[src/rtl/core/modular_arithmetic_unit_macros.svh]
// ---------------------------------------------------------------------------
// Assertion macros for the modular arithmetic unit
// Same-cycle and next-cycle implication checks, compiled out by NO_ASSERTIONS.
// ---------------------------------------------------------------------------
`ifndef MODULAR_ARITHMETIC_UNIT_MACROS_SVH
`define MODULAR_ARITHMETIC_UNIT_MACROS_SVH
`ifndef NO_ASSERTIONS
`define MAU_ASSERT_SAME(lbl, clk, rst, ante, cons) \
   lbl: assert property (@(posedge clk) disable iff (rst) (ante) |-> (cons)) \
      else $error("modular arithmetic unit check failed");
`define MAU_ASSERT_NEXT(lbl, clk, rst, ante, cons) \
   lbl: assert property (@(posedge clk) disable iff (rst) (ante) |=> (cons)) \
      else $error("modular arithmetic unit check failed");
`else
`define MAU_ASSERT_SAME(lbl, clk, rst, ante, cons)
`define MAU_ASSERT_NEXT(lbl, clk, rst, ante, cons)
`endif
`endif

[src/rtl/core/mau_pkg.sv]
// ---------------------------------------------------------------------------
// Modular arithmetic unit package
// Payload structs, command codes and sequencer states.
// ---------------------------------------------------------------------------
package mau_pkg;

   localparam int DATA_W        = 64;
   localparam int CMD_W         = 3;
   localparam int DEFAULT_WIDTH = 64;

   typedef enum logic [CMD_W-1:0] {
      CMD_ADD = 3'd0,
      CMD_NEG = 3'd1,
      CMD_SUB = 3'd2,
      CMD_MUL = 3'd3,
      CMD_INV = 3'd4,
      CMD_DIV = 3'd5,
      CMD_POW = 3'd6
   } cmd_type;

   typedef struct packed {
      logic [CMD_W-1:0]  cmd;
      logic [DATA_W-1:0] operand_a;
      logic [DATA_W-1:0] operand_b;
   } req_type;

   typedef struct packed {
      logic [DATA_W-1:0] value;
      logic              error;
   } rsp_type;

   typedef enum logic [3:0] {
      ST_IDLE,
      ST_RED_A,
      ST_RED_B,
      ST_DISPATCH,
      ST_MUL_DBL,
      ST_MUL_ADD,
      ST_MUL_END,
      ST_PW_CHK,
      ST_INV_START,
      ST_EU_CHK,
      ST_EU_DIV,
      ST_EU_ACC,
      ST_EU_UPD,
      ST_INV_END,
      ST_DONE
   } state_type;

endpackage

[src/rtl/core/modular_arithmetic_unit.sv]
// ---------------------------------------------------------------------------
// Modular arithmetic unit
// Add, negate, subtract, multiply, inverse, divide and power modulo a
// programmable modulus, computed by one modular adder and one divider step.
// ---------------------------------------------------------------------------
// Usage:
//  - csr_*: write the modulus while idle (csr_ready high when no item runs);
//    a write offered in idle wins over a new item, which waits while the write is offered.
//  - req_*: one item (cmd, operand_a, operand_b); req_stall is high while an
//    item is in work or a modulus write is offered, so one item runs at a time.
//  - rsp_*: one result item (value, error) per request, held in an output
//    register until taken; a stalled result blocks only the next finish.
// Steps per item (W = WIDTH):
//  - zero modulus: straight to an error result; else operands are first reduced.
//  - add, negate, subtract: one adder pass; multiply: double-and-add per bit.
//  - inverse: extended Euclid, each step a full division; divide adds a multiply.
//  - power: up to W exponent bits, each one or two multiplies.
// All steps run on the shared modular adder and the one-bit divider step.
// Reset clears the modulus to zero, drops any pending result and returns to
// idle; with a zero modulus every item reports an error.
// ---------------------------------------------------------------------------
`include "modular_arithmetic_unit_macros.svh"

module modular_arithmetic_unit
   import mau_pkg::*;
#(
   parameter int WIDTH = DEFAULT_WIDTH
) (
   input  logic              clock,
   input  logic              reset,
   input  logic              req_valid,
   output logic              req_stall,
   input  req_type           req_data,
   output logic              rsp_valid,
   input  logic              rsp_stall,
   output rsp_type           rsp_data,
   input  logic              csr_valid,
   output logic              csr_ready,
   input  logic [DATA_W-1:0] csr_data
);

   localparam int CNT_W = $clog2(WIDTH + 1);

   state_type state_ff, state_in;

   logic [WIDTH-1:0] p_ff, p_in;
   logic [CMD_W-1:0] cmd_ff, cmd_in;
   logic [WIDTH-1:0] raw_b_ff, raw_b_in;
   logic [WIDTH-1:0] a_ff, a_in, b_ff, b_in;
   logic [WIDTH-1:0] x_ff, x_in, y_ff, y_in, acc_ff, acc_in;
   logic [WIDTH-1:0] t_ff, t_in, nt_ff, nt_in, r_ff, r_in, nr_ff, nr_in;
   logic [WIDTH-1:0] base_ff, base_in, e_ff, e_in, pacc_ff, pacc_in;
   logic [WIDTH-1:0] rem_ff, rem_in, dq_ff, dq_in;
   logic             qbit_ff, qbit_in, pw_sq_ff, pw_sq_in;
   logic [CNT_W-1:0] cnt_ff, cnt_in;
   logic [WIDTH-1:0] res_ff, res_in;
   logic             err_ff, err_in;
   rsp_type          rsp_ff, rsp_in;
   logic             rsp_valid_ff, rsp_valid_in;

   logic             req_take, rsp_free;
   logic [WIDTH-1:0] inv_src;

   // shared modular add / subtract unit
   logic [WIDTH-1:0] mu_x, mu_y, mu_out;
   logic             mu_sub;
   logic [WIDTH:0]   mu_sum, mu_red, mu_dif;

   // shared divider step unit
   logic [WIDTH-1:0] dv_d, dv_rem;
   logic [WIDTH:0]   dv_sh, dv_dif;
   logic             dv_q;

   assign req_take = req_valid && !csr_valid && (state_ff == ST_IDLE);
   assign rsp_free = !rsp_valid_ff || !rsp_stall;
   assign inv_src  = (cmd_ff == CMD_INV) ? a_ff : b_ff;

   // operand select for the modular adder
   always_comb begin
      mu_x   = acc_ff;
      mu_y   = acc_ff;
      mu_sub = 1'b0;
      case (state_ff)
         ST_DISPATCH: begin
            mu_x   = (cmd_ff == CMD_NEG) ? '0 : a_ff;
            mu_y   = (cmd_ff == CMD_NEG) ? a_ff : b_ff;
            mu_sub = (cmd_ff != CMD_ADD);
         end
         ST_MUL_ADD: mu_y = x_ff;
         ST_EU_ACC:  mu_y = nt_ff;
         ST_EU_UPD: begin
            mu_x   = t_ff;
            mu_sub = 1'b1;
         end
         default: begin
            mu_x = acc_ff;
         end
      endcase
   end

   // x + y or x - y, folded back into [0, p)
   always_comb begin
      mu_sum = {1'b0, mu_x} + {1'b0, mu_y};
      mu_red = mu_sum - {1'b0, p_ff};
      mu_dif = {1'b0, mu_x} - {1'b0, mu_y};
      if (mu_sub) begin
         mu_out = mu_dif[WIDTH] ? (mu_dif[WIDTH-1:0] + p_ff) : mu_dif[WIDTH-1:0];
      end else begin
         mu_out = mu_red[WIDTH] ? mu_sum[WIDTH-1:0] : mu_red[WIDTH-1:0];
      end
   end

   // restoring division, one quotient bit per step
   always_comb begin
      dv_d   = (state_ff == ST_EU_DIV) ? nr_ff : p_ff;
      dv_sh  = {rem_ff, dq_ff[WIDTH-1]};
      dv_dif = dv_sh - {1'b0, dv_d};
      dv_q   = !dv_dif[WIDTH];
      dv_rem = dv_q ? dv_dif[WIDTH-1:0] : dv_sh[WIDTH-1:0];
   end

   // next state
   always_comb begin
      state_in = state_ff;
      case (state_ff)
         ST_IDLE: begin
            if (req_take) state_in = (p_ff == '0) ? ST_DONE : ST_RED_A;
         end
         ST_RED_A: if (cnt_ff == CNT_W'(1)) state_in = ST_RED_B;
         ST_RED_B: if (cnt_ff == CNT_W'(1)) state_in = ST_DISPATCH;
         ST_DISPATCH: begin
            case (cmd_ff)
               CMD_MUL: state_in = ST_MUL_DBL;
               CMD_INV: state_in = ST_INV_START;
               CMD_DIV: state_in = ST_INV_START;
               CMD_POW: state_in = ST_PW_CHK;
               default: state_in = ST_DONE;
            endcase
         end
         ST_MUL_DBL: begin
            if (y_ff[WIDTH-1])            state_in = ST_MUL_ADD;
            else if (cnt_ff == CNT_W'(1)) state_in = ST_MUL_END;
         end
         ST_MUL_ADD: state_in = (cnt_ff == '0) ? ST_MUL_END : ST_MUL_DBL;
         ST_MUL_END: begin
            if (cmd_ff == CMD_POW) state_in = pw_sq_ff ? ST_PW_CHK : ST_MUL_DBL;
            else                   state_in = ST_DONE;
         end
         ST_PW_CHK:    state_in = (e_ff == '0) ? ST_DONE : ST_MUL_DBL;
         ST_INV_START: state_in = (inv_src == '0) ? ST_DONE : ST_EU_CHK;
         ST_EU_CHK:    state_in = (nr_ff == '0) ? ST_INV_END : ST_EU_DIV;
         ST_EU_DIV:    state_in = ST_EU_ACC;
         ST_EU_ACC:    state_in = (cnt_ff == '0) ? ST_EU_UPD : ST_EU_DIV;
         ST_EU_UPD:    state_in = ST_EU_CHK;
         ST_INV_END: begin
            if (r_ff != WIDTH'(1) || cmd_ff == CMD_INV) state_in = ST_DONE;
            else                                        state_in = ST_MUL_DBL;
         end
         ST_DONE: if (rsp_free) state_in = ST_IDLE;
         default: state_in = ST_IDLE;
      endcase
   end

   // handshake outputs
   always_comb begin
      req_stall = (state_ff != ST_IDLE) || csr_valid;
      csr_ready = (state_ff == ST_IDLE);
      rsp_valid = rsp_valid_ff;
      rsp_data  = rsp_ff;
   end

   // datapath
   always_comb begin
      p_in         = p_ff;
      cmd_in       = cmd_ff;
      raw_b_in     = raw_b_ff;
      a_in         = a_ff;
      b_in         = b_ff;
      x_in         = x_ff;
      y_in         = y_ff;
      acc_in       = acc_ff;
      t_in         = t_ff;
      nt_in        = nt_ff;
      r_in         = r_ff;
      nr_in        = nr_ff;
      base_in      = base_ff;
      e_in         = e_ff;
      pacc_in      = pacc_ff;
      rem_in       = rem_ff;
      dq_in        = dq_ff;
      qbit_in      = qbit_ff;
      pw_sq_in     = pw_sq_ff;
      cnt_in       = cnt_ff;
      res_in       = res_ff;
      err_in       = err_ff;
      rsp_in       = rsp_ff;
      rsp_valid_in = rsp_valid_ff && rsp_stall;

      if (csr_valid && csr_ready) p_in = csr_data[WIDTH-1:0];

      case (state_ff)
         ST_IDLE: begin
            if (req_take) begin
               cmd_in   = req_data.cmd;
               raw_b_in = req_data.operand_b[WIDTH-1:0];
               dq_in    = req_data.operand_a[WIDTH-1:0];
               rem_in   = '0;
               cnt_in   = CNT_W'(WIDTH);
               res_in   = '0;
               err_in   = 1'b1;
            end
         end
         ST_RED_A: begin
            rem_in = dv_rem;
            dq_in  = {dq_ff[WIDTH-2:0], 1'b0};
            cnt_in = cnt_ff - CNT_W'(1);
            if (cnt_ff == CNT_W'(1)) begin
               a_in   = dv_rem;
               rem_in = '0;
               dq_in  = raw_b_ff;
               cnt_in = CNT_W'(WIDTH);
            end
         end
         ST_RED_B: begin
            rem_in = dv_rem;
            dq_in  = {dq_ff[WIDTH-2:0], 1'b0};
            cnt_in = cnt_ff - CNT_W'(1);
            if (cnt_ff == CNT_W'(1)) b_in = dv_rem;
         end
         ST_DISPATCH: begin
            case (cmd_ff)
               CMD_ADD, CMD_NEG, CMD_SUB: begin
                  res_in = mu_out;
                  err_in = 1'b0;
               end
               CMD_MUL: begin
                  x_in   = a_ff;
                  y_in   = b_ff;
                  acc_in = '0;
                  cnt_in = CNT_W'(WIDTH);
               end
               CMD_POW: begin
                  pacc_in = (p_ff == WIDTH'(1)) ? '0 : WIDTH'(1);
                  base_in = a_ff;
                  e_in    = raw_b_ff;
               end
               default: begin
                  res_in = '0;
               end
            endcase
         end
         // multiply: Horner over the multiplier bits, top bit first
         ST_MUL_DBL: begin
            acc_in = mu_out;
            y_in   = {y_ff[WIDTH-2:0], 1'b0};
            cnt_in = cnt_ff - CNT_W'(1);
         end
         ST_MUL_ADD: acc_in = mu_out;
         ST_MUL_END: begin
            if (cmd_ff == CMD_POW) begin
               if (pw_sq_ff) begin
                  base_in = acc_ff;
                  e_in    = e_ff >> 1;
               end else begin
                  pacc_in  = acc_ff;
                  pw_sq_in = 1'b1;
                  x_in     = base_ff;
                  y_in     = base_ff;
                  acc_in   = '0;
                  cnt_in   = CNT_W'(WIDTH);
               end
            end else begin
               res_in = acc_ff;
               err_in = 1'b0;
            end
         end
         // power: multiply into the accumulator on a set bit, then square
         ST_PW_CHK: begin
            if (e_ff == '0) begin
               res_in = pacc_ff;
               err_in = 1'b0;
            end else begin
               pw_sq_in = !e_ff[0];
               x_in     = e_ff[0] ? pacc_ff : base_ff;
               y_in     = base_ff;
               acc_in   = '0;
               cnt_in   = CNT_W'(WIDTH);
            end
         end
         ST_INV_START: begin
            t_in  = '0;
            nt_in = WIDTH'(1);
            r_in  = p_ff;
            nr_in = inv_src;
         end
         ST_EU_CHK: begin
            rem_in = '0;
            dq_in  = r_ff;
            acc_in = '0;
            cnt_in = CNT_W'(WIDTH);
         end
         // quotient bits feed q * nt mod p while the division runs
         ST_EU_DIV: begin
            rem_in  = dv_rem;
            dq_in   = {dq_ff[WIDTH-2:0], 1'b0};
            qbit_in = dv_q;
            acc_in  = mu_out;
            cnt_in  = cnt_ff - CNT_W'(1);
         end
         ST_EU_ACC: if (qbit_ff) acc_in = mu_out;
         ST_EU_UPD: begin
            t_in  = nt_ff;
            nt_in = mu_out;
            r_in  = nr_ff;
            nr_in = rem_ff;
         end
         ST_INV_END: begin
            if (r_ff == WIDTH'(1)) begin
               if (cmd_ff == CMD_INV) begin
                  res_in = t_ff;
                  err_in = 1'b0;
               end else begin
                  x_in   = a_ff;
                  y_in   = t_ff;
                  acc_in = '0;
                  cnt_in = CNT_W'(WIDTH);
               end
            end
         end
         ST_DONE: begin
            if (rsp_free) begin
               rsp_in.value = err_ff ? '0 : DATA_W'(res_ff);
               rsp_in.error = err_ff;
               rsp_valid_in = 1'b1;
            end
         end
         default: begin
            err_in = 1'b1;
         end
      endcase
   end

   // control registers
   always_ff @(posedge clock) begin
      if (reset) begin
         state_ff     <= ST_IDLE;
         p_ff         <= '0;
         rsp_valid_ff <= 1'b0;
      end else begin
         state_ff     <= state_in;
         p_ff         <= p_in;
         rsp_valid_ff <= rsp_valid_in;
      end
   end

   // payload registers
   always_ff @(posedge clock) begin
      cmd_ff   <= cmd_in;
      raw_b_ff <= raw_b_in;
      a_ff     <= a_in;
      b_ff     <= b_in;
      x_ff     <= x_in;
      y_ff     <= y_in;
      acc_ff   <= acc_in;
      t_ff     <= t_in;
      nt_ff    <= nt_in;
      r_ff     <= r_in;
      nr_ff    <= nr_in;
      base_ff  <= base_in;
      e_ff     <= e_in;
      pacc_ff  <= pacc_in;
      rem_ff   <= rem_in;
      dq_ff    <= dq_in;
      qbit_ff  <= qbit_in;
      pw_sq_ff <= pw_sq_in;
      cnt_ff   <= cnt_in;
      res_ff   <= res_in;
      err_ff   <= err_in;
      rsp_ff   <= rsp_in;
   end

   // checks
   `MAU_ASSERT_SAME(a_err_zero, clock, reset, rsp_valid_ff && rsp_ff.error, rsp_ff.value == '0)
   `MAU_ASSERT_SAME(a_val_range, clock, reset, rsp_valid_ff && !rsp_ff.error,
                    DATA_W'(p_ff) > rsp_ff.value)
   `MAU_ASSERT_NEXT(a_busy_after_take, clock, reset, req_valid && !req_stall, req_stall)

endmodule

[config.mk]
export PLATFORM = sky130hd
export DESIGN_NAME = modular_arithmetic_unit
export DESIGN_NICKNAME = d
export VERILOG_FILES = /design/src/rtl/core/mau_pkg.sv /design/src/rtl/core/modular_arithmetic_unit.sv
export VERILOG_INCLUDE_DIRS = /design/src /design/src/rtl/core
export SDC_FILE = /design/constraint.sdc
export NUM_CORES = 2
export LEC_CHECK = 0
export BUFFER_PORTS_ARGS = -buffer_cell sky130_fd_sc_hd__clkbuf_2
export CORE_ASPECT_RATIO = 1.2
export CORE_MARGIN = 2
export CORE_UTILIZATION = 34
export DETAILED_ROUTE_END_ITERATION = 10
export PLACE_DENSITY = 0.59
export SETUP_SLACK_MARGIN = 0.5
export SLEW_MARGIN = 30
export SYNTH_ARGS = -nofsm -noshare
export SYNTH_HDL_FRONTEND = slang
export SYNTH_SLANG_ARGS = --single-unit
[constraint.sdc]
create_clock -name clock -period 16.1 [get_ports clock]
set_clock_uncertainty 0.15 [all_clocks]
set_input_delay 0 -clock clock [delete_from_list [all_inputs] [get_ports clock]]
set_output_delay 0 -clock clock [all_outputs]
set_load 0.02 [all_outputs]
Yosys cells after proc, flatten, opt, wreduce, memory -nomap -nowiden
Cells that the tools add are included.
{"block": "word_totals", "register_bits": 1171}
{"block": "op_classes", "n_bitwise": 1, "n_eq_ne": 43, "n_addsub": 6, "reduce_logical": 52, "muxes": 99}
{"cell": "$mux 64", "n": 43}
{"cell": "$pmux 64 s2", "n": 9}
{"cell": "$pmux 64 s4", "n": 3}
{"cell": "$pmux 64 s5", "n": 2}
{"cell": "$pmux 64 s7", "n": 1}
{"cell": "$logic_not 64->1", "n": 4}
{"cell": "$pmux 64 s3", "n": 1}
{"cell": "$sub 65x64->65", "n": 2}
{"cell": "$eq 64x1->1 const B", "n": 2}
{"cell": "$add 64x64->65", "n": 1}
{"cell": "$sub 64x64->65", "n": 1}
{"cell": "$add 64x64->64", "n": 1}
{"cell": "$ne 64x1->1 const B", "n": 1}
{"cell": "$pmux 4 s15", "n": 1}
{"cell": "$mux 7", "n": 8}
{"cell": "$pmux 7 s8", "n": 1}
{"cell": "$mux 4", "n": 10}
{"cell": "$ne 2x2->1 const B", "n": 16}
{"cell": "$eq 4x4->1 const B", "n": 7}
{"cell": "$reduce_and 7->1", "n": 4}
{"cell": "$eq 4x3->1 const B", "n": 4}
{"cell": "$reduce_and 8->1", "n": 2}
{"cell": "$pmux 4 s3", "n": 1}
{"cell": "$reduce_bool 4->1", "n": 3}
{"cell": "33 further kinds", "n": 73}

Longest topological paths before layout
{"block": "depth", "ltp_word": 9, "depth_mapped": 35}

Worst setup path after synthesis
OpenSTA, ideal clock, no wires.
{"block": "synth_path", "kind": "reg-to-reg", "start": "reg state_ff[1]", "end": "reg dq_ff[0], enable pin", "synth_period_minus_slack_ps": 10831, "t_arrival_ps": 9889, "path_stages_with_launch": 6, "slack_ps": 5269, "required_time_ps": 15158, "path_cell_list": "dfxtp_1 buf_2 buf_2 nor2_1 nand2_1 o21ai_0"}
{"block": "synth_between", "elab_chain_cells": 4}
{"element": "start, declared", "line": "modular_arithmetic_unit.sv:44", "source": "state_type state_ff, state_in;"}
{"element": "start signal, assigned", "line": "modular_arithmetic_unit.sv:350", "source": "state_ff <= state_in;"}
{"element": "$eq 4x4->1 (tied with other cells)", "line": "modular_arithmetic_unit.sv:201", "source": "case (state_ff)"}
{"element": "$reduce_or 2->1 (no line) / $logic_and 1x1->1 (equally long branches)"}
{"element": "$reduce_bool 4->1 (no line) / $ne 2x1->1 (equally long branches)"}
{"element": "$reduce_and 2->1 (no line) *"}
{"element": "end signal, assigned", "line": "modular_arithmetic_unit.sv:373", "source": "dq_ff <= dq_in;"}
{"element": "end, declared", "line": "modular_arithmetic_unit.sv:53", "source": "logic [WIDTH-1:0] rem_ff, rem_in, dq_ff, dq_in;"}
Mark *: on every way between the ends. The rest lies on a longest branch, timed or not.
A chain may end at the register's enable or synchronous reset.

Final worst setup path
{"block": "layout_path", "start": "reg state_ff[0]", "end": "reg res_ff[17], data pin"}
{"block": "layout_between", "elab_chain_cells": 8}
{"element": "$eq 4x4->1 (tied with other cells)", "line": "modular_arithmetic_unit.sv:83", "source": "case (state_ff)"}
{"element": "$pmux 64 s3 / $pmux 64 s2 (equally long branches)", "line": "modular_arithmetic_unit.sv:83"}
{"element": "$add 64x64->65 / $sub 64x64->65 (equally long branches)", "line": "modular_arithmetic_unit.sv:103, modular_arithmetic_unit.sv:105"}
{"element": "$sub 65x64->65 / $add 64x64->64 (equally long branches)", "line": "modular_arithmetic_unit.sv:104, modular_arithmetic_unit.sv:107"}
{"element": "$mux 64, on equally long branches", "line": "modular_arithmetic_unit.sv:109, modular_arithmetic_unit.sv:107"}
{"element": "$mux 64", "line": "modular_arithmetic_unit.sv:106", "source": "if (mu_sub) begin"}
{"element": "$pmux 64 s2", "line": "modular_arithmetic_unit.sv:231", "source": "case (cmd_ff)"}
{"element": "$pmux 64 s5 *", "line": "modular_arithmetic_unit.sv:201"}
{"element": "via res_in[17]", "line": "modular_arithmetic_unit.sv:56", "source": "logic [WIDTH-1:0] res_ff, res_in;"}
{"element": "end signal, assigned", "line": "modular_arithmetic_unit.sv:377", "source": "res_ff <= res_in;"}
{"element": "end, declared", "line": "modular_arithmetic_unit.sv:56"}
Mark *: on every way through the listed nets, which the timed path passes. The rest lies on a longest branch.

==> flow_summary.yaml <==
worst_setup_path:
  cpPeakStageDelay_ns: 0.88
  timing.critical_path.to_type: "flip-flop"
  worstSetupStartpoint: "state_ff[0]"
  criticalPathCategory: "reg -> reg"
  slowest_stage: "sky130_fd_sc_hd__o41ai_1"
  crit_path_frequent_cell: "sky130_fd_sc_hd__buf_4"
  reg2reg_from: "state_ff[0]"
  highest_fanout_seen_on_the_critical_path: 34
  critical_path_required_ns: 16.48
  timing.critical_path.arrival_ns: 12.42
  critical_path.startpoint_type: "flip-flop"
  worst_setup_slack_for_register_to_register_paths_ns: 4.06
cells_and_area:
  area.growth.synth_to_final_pct: 19.1
  final_cell_mix: "sky130_fd_sc_hd__edfxtp_1, sky130_fd_sc_hd__nand2_1, sky130_fd_sc_hd__a21oi_1"
  share_of_post_route_cells_with_drive_strength_above_1_pct: 9.29
  final_net_count: 8780
  layout.cells.most_common: "sky130_fd_sc_hd__edfxtp_1"
  largest_reg_flops: 65
global_route:
  grt_antenna_before_repair: 21
  via_count_of_the_first_global_routing_pass: 66900
  grt_usage_pct: 31.6
  overflow: 0
  wire_length_of_the_first_global_routing_pass_microns: 501000
  maximum_number_of_pins_on_one_net_before_global_route_repair: 166
place:
  placement.io_buffers: 267
  gpl.final_weighted_congestion: 1.02
  hpwl_reported_at_the_end_of_detailed_placement_microns: 269000
synthesis:
  synth_seq_cells: 1171
  postSynthCellCount: 7695
  netlist-cell-type-count: 96
  synth_top_family_by_area: "compound AO/OA/AOI/OAI gates"
  synthSimpleGateAreaFrac_pct: 15.4
  synth_fa_ha_area_share_pct: 5.52
  synth_area_leaders: "sky130_fd_sc_hd__edfxtp_1, sky130_fd_sc_hd__ha_1, sky130_fd_sc_hd__nand2_1, sky130_fd_sc_hd__a21oi_1, sky130_fd_sc_hd__mux2i_1"
  synth.area.mux_share_pct: 4.20
  synth-compound-area-share_pct: 20.1
  netlist.top_cell.by_area: "sky130_fd_sc_hd__edfxtp_1"
  async_flop_share_pct: 0
  mapped_area_sq_um: 74000
  yosys_warnings: 0
  synth_xor_area_share_pct: 3.60
  yosys.area.top_type_share_pct: 44.7
  synth-edff-count: 1102
  seq_area_frac_synth_pct: 46.6
  syn_area_per_cell_sq_um: 9.62
  synthFlopType: "sky130_fd_sc_hd__edfxtp_1"
  synth_nets: 8219
timing:
  setup_viol_count_final: 0
  hold_viol_final: 0
  slew_violations: 0
  slew_headroom_pct: 22.1
  post-route-period-util_pct: 74.8
  finalSetupTns_ns: 0
  final_period_minus_worst_setup_slack_ns: 12.04
  actual_transition_at_the_worst_max_transition_pin_ns: 1.16
  grt_setup_unrepaired: "false"
  fmax_mhz: 83.0
  timing.hold.ws_ns: 0.185
die:
  floorplan.die_area_sq_um: 222000
  placeableCoreArea_sq_um: 216000
  rows: 187
  chipHeight_microns: 515
  boundaryPins: 268
  start_util_pct: 34.2
  die-width_microns: 430
min_path:
  min-delay-start: "csr_valid"
  hold_path_class: "in -> reg"
clock_tree:
  cts_tree: "yes"
  cts.repair_timing.setup_buffer_count: 0
  tritoncts_num_sinks: 1171
  tritoncts.num_buffers: 136
  cts_repair_resize_count: 0
  cts.htree.levels: 4
  clk-insertion-delay-late_ns: 0.87
  cts.hold.buffers_added: 488
  cts_root_buf: "sky130_fd_sc_hd__clkbuf_16"
  clk_pin_slew_worst_paths_ns: 0.07
  cts.path.max_buffers: 3
flow_run:
  timing.max_cap.violations: 0
detailed_routing:
  mean_routed_wirelength_per_cell_microns: 32.1
  drt_pre_antenna_iters: 11
  detail-route-antenna-nets: 0
  post_drt_via_cell_ratio: 6.03
  detail_route.drc_violations: 0
  drt-total-wl_microns: 361000
  detailroute.via_count: 67700
  drt_first_iter_violations: 9019
pwr:
  power.density_nw_per_um2: 178
  ir_drop_mv: 0.168
  power.static_leakage_nw: 34.0
status:
  run_status: "completed"
cell type report:
| type | count | area [sq um] |
|---|---|---|
| Sequential cell | 1171 | 34500 |
| Fill cell | 21100 | 128000 |
| Inverter | 410 | 1540 |
| Clock buffer | 163 | 3530 |
| Tap cell | 2835 | 3550 |
| Multi-Input combinational cell | 5636 | 36700 |
| Antenna cell | 23 | 57.6 |
| Clock inverter | 85 | 878 |
| Timing Repair Buffer | 901 | 7440 |
layer usage:
layer | share of wire [%] | GRT usage, %
met1 | 36 | 36.1
met2 | 46 | 50.4
met3 | 7.2 | 5.01
met4 | 11 | 29.9
met5 | 0.0086 | 0
final timing paths:
path | endpoint | cells past startpoint
min | state_ff[2] | 7
max reg2reg | res_ff[17] | 31
max | res_ff[17] | 31
min reg2reg | y_ff[5] | 2
synth_stat cells, types with 32 or more instances:
master and count:
sky130_fd_sc_hd__dfxtp_1 69, sky130_fd_sc_hd__a31oi_1 48, sky130_fd_sc_hd__xnor2_1 222, sky130_fd_sc_hd__o21bai_1 88, sky130_fd_sc_hd__o21ai_1 46, sky130_fd_sc_hd__nand2_1 954
sky130_fd_sc_hd__a211oi_1 59, sky130_fd_sc_hd__a222oi_1 157, sky130_fd_sc_hd__a21oi_1 675, sky130_fd_sc_hd__xor2_1 79, sky130_fd_sc_hd__clkbuf_1 405, sky130_fd_sc_hd__o21a_1 36
sky130_fd_sc_hd__o31ai_1 65, sky130_fd_sc_hd__a221oi_1 136, sky130_fd_sc_hd__inv_1 406, sky130_fd_sc_hd__nand3_1 80, sky130_fd_sc_hd__edfxtp_1 1102, sky130_fd_sc_hd__nand2b_1 35
sky130_fd_sc_hd__nand4_1 105, sky130_fd_sc_hd__mux2i_1 216, sky130_fd_sc_hd__a22oi_1 70, sky130_fd_sc_hd__ha_1 321, sky130_fd_sc_hd__a21o_1 261, sky130_fd_sc_hd__and2_1 223
sky130_fd_sc_hd__nor4_1 144, sky130_fd_sc_hd__nor2b_1 111, sky130_fd_sc_hd__nor2_1 575, sky130_fd_sc_hd__o21ai_0 429, sky130_fd_sc_hd__and3_1 32, sky130_fd_sc_hd__nor3_1 87
sky130_fd_sc_hd__mux2_2 62, sky130_fd_sc_hd__buf_1 50
critical path, delay by kind of cell, from the launching register on:
| family | cells | cell delay [ns] |
|---|---|---|
| buffers and inverters | 6 | 2.29 |
| AOI/OAI and AO/OA | 14 | 4.91 |
| xor gates and xnor gates | 2 | 0.55 |
| and+or+nand+nor | 7 | 2.10 |
| adders and majority gates | 2 | 0.90 |
| DFF | 1 | 0.64 |
cells by family (layout without fill, tap and decap cells):
group,after synthesis,after routing
buf+inv,888,1559
compound gates,2266,2266
other cells,0,23
xor+xnor,303,303
fa+ha+maj,325,325
flops,1171,1171
mux,300,300
simple gates,2442,2442
stage by stage:
stage,setup WS [ns],power [mW],utilization [%],cell area (sq um),std cells
after floorplan,5.27,9.45,-,74000,7695
after global placement,4.85,12.2,36.3,78600,10500
after detailed placement,4.63,12.3,36.4,78800,10500
after CTS,4.53,15.5,40.7,88100,11200
after global routing,3.76,16.4,40.7,88200,11200
final,4.06,15.7,40.7,88200,11200
report_power, final:
group | total, mW | switching [mW] | internal [mW] | leakage (nW)
combinational | 8.13 | 5.38 | 2.75 | 21.2
sequential | 4.40 | 0.349 | 4.05 | 10.6
clock | 3.13 | 1.42 | 1.71 | 2.12
total | 15.7 | 7.15 | 8.51 | 34.0
No activity file was read; power rests on OpenSTA's default activity.
